<file path="src/rtl/pfb_pkg.sv">
// shared types, codes and defaults for the page-mode frame buffer
package pfb_pkg;

	localparam int DEF_SCREEN_WIDTH  = 128;
	localparam int DEF_SCREEN_HEIGHT = 64;
	localparam int GLYPH_COLS        = 5;
	localparam int GLYPH_ADVANCE     = 6;

	typedef enum logic [2:0] {
		ACT_SET_PIX    = 3'd0,
		ACT_CLR_PIX    = 3'd1,
		ACT_CLEAR_ALL  = 3'd2,
		ACT_SET_CURSOR = 3'd3,
		ACT_PRINT      = 3'd4,
		ACT_READ       = 3'd5
	} pfb_action_t;

	typedef enum logic [2:0] {
		ST_IDLE,
		ST_CLEAR,
		ST_PIX_WR,
		ST_GLYPH,
		ST_RD_OUT
	} pfb_state_t;

	// commands from controller to datapath
	typedef struct packed {
		logic accept;
		logic set_cursor;
		logic pix_wr;
		logic glyph_wr;
		logic clr_wr;
		logic rd_out;
	} pfb_cmd_t;

	// status from datapath to controller
	typedef struct packed {
		logic parked;
		logic sweep_last;
		logic glyph_last;
	} pfb_sts_t;

endpackage

</file>
<file path="src/rtl/pfb_ctrl.sv">
// controller state machine for the page-mode frame buffer
module pfb_ctrl
	import pfb_pkg::*;
(
	input  logic       clk,
	input  logic       arst_n,
	input  logic       start,
	input  logic [2:0] action,
	input  pfb_sts_t   sts,
	output logic       busy,
	output pfb_cmd_t   cmd
);

	pfb_state_t state_q;
	pfb_state_t state_d;

	// reset enters the clearing pass
	always_ff @(posedge clk or negedge arst_n) begin
		if (!arst_n) begin
			state_q <= ST_CLEAR;
		end else begin
			state_q <= state_d;
		end
	end

	always_comb begin
		state_d = state_q;
		unique case (state_q)
			ST_IDLE: begin
				if (start) begin
					unique case (action)
						ACT_SET_PIX,
						ACT_CLR_PIX:   state_d = ST_PIX_WR;
						ACT_CLEAR_ALL: state_d = ST_CLEAR;
						ACT_PRINT:     state_d = sts.parked ? ST_IDLE : ST_GLYPH;
						ACT_READ:      state_d = ST_RD_OUT;
						default:       state_d = ST_IDLE;
					endcase
				end
			end
			ST_CLEAR: begin
				if (sts.sweep_last) begin
					state_d = ST_IDLE;
				end
			end
			ST_PIX_WR: state_d = ST_IDLE;
			ST_GLYPH: begin
				if (sts.glyph_last) begin
					state_d = ST_IDLE;
				end
			end
			ST_RD_OUT: state_d = ST_IDLE;
			default:   state_d = ST_IDLE;
		endcase
	end

	always_comb begin
		cmd  = '0;
		busy = 1'b1;
		unique case (state_q)
			ST_IDLE: begin
				busy           = 1'b0;
				cmd.accept     = start;
				cmd.set_cursor = start && (action == ACT_SET_CURSOR);
			end
			ST_CLEAR:  cmd.clr_wr   = 1'b1;
			ST_PIX_WR: cmd.pix_wr   = 1'b1;
			ST_GLYPH:  cmd.glyph_wr = 1'b1;
			ST_RD_OUT: cmd.rd_out   = 1'b1;
			default:   busy         = 1'b1;
		endcase
	end

endmodule

</file>
<file path="config.mk">
export PLATFORM = sky130hd
export DESIGN_NAME = pfb_ctrl
export DESIGN_NICKNAME = d
export VERILOG_FILES = /design/src/rtl/pfb_pkg.sv /design/src/rtl/pfb_ctrl.sv
export SDC_FILE = /design/constraint.sdc
export NUM_CORES = 1
export LEC_CHECK = 0
export ABC_AREA = 1
export ABC_CLOCK_PERIOD_IN_PS = 1000
export BUFFER_PORTS_ARGS = -buffer_cell sky130_fd_sc_hd__buf_2
export CAP_MARGIN = 30
export CORE_AREA = 2 2 39 41
export DETAILED_ROUTE_END_ITERATION = 10
export DIE_AREA = 0 0 41 43
export SKIP_CTS_REPAIR_TIMING = 1
export SYNTH_ARGS = -nofsm -noshare
export SYNTH_HDL_FRONTEND = slang
export SYNTH_SLANG_ARGS = --single-unit
</file>
<file path="constraint.sdc">
create_clock -name clk -period 1 [get_ports clk]
set_input_delay 0.1 -clock clk [delete_from_list [all_inputs] [get_ports clk]]
set_output_delay 0.1 -clock clk [all_outputs]
set_load 0.02 [all_outputs]
</file>
==> results of run 1 <==
==> cell usage after synthesis <==
| cell type | number | area share (%) |
|---|---|---|
| o21ai_2 | 1 | 3.5 |
| nor3_1 | 4 | 7.9 |
| nand3_1 | 3 | 5.9 |
| o21ai_0 | 1 | 2.0 |
| nand2_2 | 1 | 2.5 |
| a21oi_1 | 1 | 2.0 |
| dfstp_2 | 1 | 10 |
| nor3_2 | 1 | 4.0 |
| nor2_1 | 8 | 12 |
| nand3b_1 | 1 | 3.0 |
| nor2_2 | 1 | 2.5 |
| inv_1 | 7 | 10 |
| nand4_1 | 1 | 2.5 |
| dfrtp_1 | 2 | 20 |
| nand2_1 | 8 | 12 |
==> power breakdown <==
group          internal [mW]  total, mW  switching [mW]
logic                  0.243      0.498           0.255
registers              0.151      0.180          0.0284
clock network          0.149      0.206          0.0564
==> logic make-up (layout without fill, tap and decap cells) <==
kind of cell	Yosys count	after routing
DFF	3	3
AOI/OAI and AO/OA	3	3
and+or+nand+nor	28	28
buffers and inverters	7	34
==> how the worst min path moves through the flow <==
stage           start                     end  slack (ns)  cells after the start
2_1_floorplan  arst_n  state_q[1]$_DFFE_PN0P_       -0.20                      0
3_3_place_gp   arst_n  state_q[2]$_DFFE_PN0P_       -0.10                      1
3_5_place_dp   arst_n  state_q[1]$_DFFE_PN0P_       -0.11                      1
4_1_cts        arst_n  state_q[1]$_DFFE_PN0P_       -0.35                      1
5_1_grt        arst_n  state_q[1]$_DFFE_PN0P_        0.19                      2
6_report       sts[0]  state_q[1]$_DFFE_PN0P_        0.18                      4
==> final cells by class <==
cell class                      count  area [um2]  area share, %
Clock buffer                        4        26.3           5.12
Sequential cell                     3        78.8           15.4
Inverter                            7        28.8           5.61
Timing Repair Buffer               23         168           32.7
Multi-Input combinational cell     31         191           37.3
Tap cell                           16        20.0           3.90
==> metal layers <==
layer	vias to the layer above	GRT usage [%]	share of wire (%)
li1	184	-	-
met3	0	1.57	3.1
met4	0	4.00	0
met1	146	13.0	42
met2	4	13.1	55
met5	-	0	0
==> worst max-delay path, cell delays in order, from the launching register on <==
cell and delay, ns:
dfrtp_2 0.42, nor2_4 0.17, nand2_4 0.10, nor3_4 0.12, buf_6 0.13
==> through the flow <==
stage	hold slack (ns)	setup TNS (ns)
finish	0.175	-1.99
global placement	-0.103	-0.474
floorplan	-0.196	-0.253
CTS	-0.351	-2.16
global route	0.193	-2.53
detailed placement	-0.105	-0.481
==> out/qor.txt, run 1 <==
outcome: complete, but fails checks
failing checks: negative setup slack
port buffer count: 15
synthesized cell area: 253 um2
starting density of the core: 18.3%
Syn Area/Cell: 6.16 um2
adder-cell area share of the yosys netlist: 0%
Placement Cell Area: 409 um2
Core ar.: 0.00138 mm2
IO Pins: 16
crit path to: cmd[4]
fin crit period: 1.28 ns
fin nets: 78
antenna cells: 0
number of max-cap violations: 0
vias: 334
fin area: 513 um2
r2r worst-path depth: 6
clk root buf: clkbuf_4
Gate Count Post-Synth: 41
Die H: 43 um
grt total ovfl: 0
simple logic cell fraction of the synthesized area: 52.0%
post-synthesis register bit count: 3
routability congestion estimate: 0.732
DPL Wire Length: 511 um
TritonCTS clock tree: built
max reg flops: 3
CP Launch Type: flop
maximum clock path buffer count: 2
placed cell count: 76
final core utilization: 37.1%
worst reg2reg path endpoint: state_q[0]$_DFFE_PN1P_
first-pass GRT wire length: 1140 um
drt total wl: 685 um
count of unique library cells instantiated by Yosys: 15
reg-to-reg slack, setup: -0.17 ns
H-Tree Depth: 1
initial antenna violation count: 0
total power: 0.883 mW
Fill cells: 149
Largest Register: state_q
synth warn: 0
layout cells sized above 1: 57.4%
RSZ-0062 raised after global routing: true
Critical Path Fanout Max: 5
crit path kind: flop to primary output
DRC viols: 0
DIE AREA: 0.00176 mm2
setup slack at placement: -0.118 ns
Clock Sinks: 3
largest family of logic cells by synthesized area: simple AND/OR/NAND/NOR gates
Crit. End Element: primary output
fin cells: 84
Critical Path RT: 0.90 ns
Largest regs: state_q: 3 flops
Total Routing Usage GR: 9.17%
pwr/cell area: 1720 mW/mm2
period utilization: 128%
mux cell area share after synthesis: 0%
Lkg Pwr: 0.273 nW
# rows: 14
vias per cell: 3.98
Clock Skews: 0.000357 ns
CTS Buf Count: 3
Compound-Gate Fraction of Synth Area: 7.43%
most frequent cells in the layout: buf_2, buf_4, nand2_1, nor2_1, inv_1
worst vdd ir: 465 uV
Slew Limit Fails: 0
worst rel slew slack: 83.4%
count of final setup violators: 10
Slew @ Worst Pin: 0.248 ns
drt first pass iters: 1
Initial DRC Count: 0
Hold WC Path Type: primary input to flop
Synth Net Count: 50
FF-to-FF Start: state_q[0]$_DFFE_PN1P_
post-route ant nets: 0
synthesis-to-layout area growth: 103%
Worst-Skew Late Latency: 0.23 ns
xor/xnor cell area share of the yosys netlist: 0%
worst path arrival time: 1.18 ns
Setup crit start: state_q[2]$_DFFE_PN0P_
vias in the first global route: 295
largest net degree at the start of global routing: 6
Clock Pin Slew Worst Setup and Hold Paths: 0.04 ns
final hold viol count: 0
sequential area share after synthesis: 30.2%
fin worst setup slack: -0.276 ns
average wire per cell in the routed design: 8.15 um
Fmax: 784 MHz
die width: 41 um
(Power assumes the default switching activity.)
==> run 2, diff against run 1 <==
- CAP_MARGIN: 30 -> 20
- SETUP_SLACK_MARGIN: not set -> 0.02
==> out/qor.txt, run 2 (synthesis results as in run 1) <==
outcome: complete, but fails checks
failing checks: negative setup slack
number of max-cap violations: 0 (unchanged)
DRC viols: 0 (unchanged)
Clock Skews: 0.000763 ns (+0.000406 ns)
Clock Sinks: 3 (unchanged)
Clock Power Share: 22.6% (-0.7 points)
Hold WC Path Type: primary input to flop
Critical Path RT: 0.90 ns (about the same)
worst path arrival time: 1.18 ns (about the same)
Top Layer Used: met3
antenna cells: 0 (unchanged)
Die H: 43 um (unchanged)
Worst-Skew Late Latency: 0.22 ns (about the same)
synthesis-to-layout area growth: 114%
CP Cell Sequence: nor2_4 > nand2_4 > buf_4 > buf_6
worst rel slew slack: 87.2% (+3.8 points)
Switching Fraction: 38.3% (-0.20 points)
fin nets: 81 (+3.8%)
IO Pins: 16 (unchanged)
vias in the first global route: 286 (-3.1%)
Total Routing Usage GR: 7.85% (-1.3 points)
routability congestion estimate: 0.755 (+3.2%)
Comb power frac: 57.1% (+0.7 points)
Slew @ Worst Pin: 0.192 ns (-0.0564 ns)
clk root buf: clkbuf_4
placed cell count: 77 (+1.3%)
fin area: 541 um2 (+5.4%)
setup slack at placement: -0.116 ns (+0.00202 ns)
DIE AREA: 0.00176 mm2 (unchanged)
H-Tree Depth: 1 (unchanged)
first-pass GRT wire length: 993 um (-13%)
fin crit period: 1.28 ns (+0.00454 ns)
vias per cell: 3.97 (-0.27%)
final core utilization: 39.1% (+2.0 points)
Clock Pin Slew Worst Setup and Hold Paths: 0.03 ns (about the same)
wire length on met3: 27 um (+29%)
Cell Int Power: 0.556 mW (+2.4%)
RSZ-0062 raised after global routing: true
most frequent cells in the layout: buf_4, buf_2, nand2_1, nor2_1, inv_1
routed length on met1: 295 um (+3.5%)
vias: 345 (+3.3%)
final hold viol count: 0 (unchanged)
DPL Wire Length: 517 um (+1.1%)
period utilization: 128% (+0.45 points)
max reg flops: 3 (unchanged)
Setup TNS: -1.94 ns (+0.0484 ns)
fin cells: 87 (+3.6%)
WL met2: 374 um (-1.3%)
average wire per cell in the routed design: 8.00 um (-1.9%)
grt total ovfl: 0 (unchanged)
Critical Path Fanout Max: 5 (unchanged)
Placement Cell Area: 417 um2 (+1.8%)
Fmax: 781 MHz (-0.35%)
drt first pass iters: 4 (+3)
count of final setup violators: 10 (unchanged)
Core ar.: 0.00138 mm2 (unchanged)
worst vdd ir: 464 uV (-0.27%)
Lkg Pwr: 0.280 nW (+2.5%)
drt total wl: 696 um (+1.6%)
Largest regs: state_q: 3 flops
largest net degree at the start of global routing: 6 (unchanged)
Largest Register: state_q
Slew Limit Fails: 0 (unchanged)
starting density of the core: 18.3% (unchanged)
Max stage delay on crit path: 0.43 ns (about the same)
Initial DRC Count: 6 (+6)
fin worst setup slack: -0.280 ns (-0.00454 ns)
crit path kind: flop to primary output
port buffer count: 15 (unchanged)
leading cell type in the layout, fill and taps excluded: buf_4
CP Launch Type: flop
Hold WS: 0.187 ns (+0.0115 ns)
reg-to-reg slack, setup: -0.14 ns (+0.03 ns)
initial antenna violation count: 0 (unchanged)
layout cells sized above 1: 60.6% (+3.2 points)
Sw Pwr: 0.345 mW (+1.5%)
maximum clock path buffer count: 2 (unchanged)
sequential share of power: 20.4% (about the same)
total power: 0.901 mW (+2.1%)
# rows: 14 (unchanged)
Crit. End Element: primary output
CTS Buf Count: 3 (unchanged)
slowest CP cell: dfrtp_2
die width: 41 um (unchanged)
pwr/cell area: 1670 mW/mm2 (-3.1%)
TritonCTS clock tree: built
post-route ant nets: 0 (unchanged)
run 2: cell count changes in the layout (fill, tap and decap cells not counted), sizes merged:
cell	previous run	this run
buf	22	25
run 2: cell type report:
type	instances	area (um2)
Fill cell	160	843
Multi-Input combinational cell	31	198
Timing Repair Buffer	26	189
Sequential cell	3	78.8
Inverter	7	28.8
Clock buffer	4	26.3
Tap cell	16	20.0
run 2: power by group through the flow:
| stage | Combinational [mW] | Clock [mW] | Sequential [mW] |
|---|---|---|---|
| 6_report | 0.515 | 0.203 | 0.183 |
| 3_3_place_gp | 0.389 | 0 | 0.177 |
| 4_1_cts | 0.391 | 0.209 | 0.178 |
| 5_1_grt | 0.557 | 0.216 | 0.188 |
| 2_1_floorplan | 0.237 | 0 | 0.179 |
| 3_5_place_dp | 0.390 | 0 | 0.179 |
run 2: path summary, 6_finish.rpt:
kind                                           to  cells past startpoint              startpoint
setup / recovery                             busy                      4  state_q[2]$_DFFE_PN0P_
hold / removal             state_q[2]$_DFFE_PN0P_                      3               action[0]
setup reg to reg           state_q[0]$_DFFE_PN1P_                      6  state_q[0]$_DFFE_PN1P_
hold reg to reg            state_q[0]$_DFFE_PN1P_                      4  state_q[0]$_DFFE_PN1P_
max in group asynchronous  state_q[0]$_DFFE_PN1P_                      2                  arst_n
min in group asynchronous  state_q[1]$_DFFE_PN0P_                      2                  arst_n
run 2: worst max-delay path: cells and delay by family (launching register included):
family                 cells  cell delay, ns
AND/OR/NAND/NOR            2            0.27
flip-flops                 1            0.43
buffers and inverters      2            0.26
run 2: layer usage:
layer  vias to the layer above  track usage [%]
met2                         7             13.1
li1                        192                -
met4                         0             4.00
met3                         0                0
met5                         -                0
met1                       146             9.74
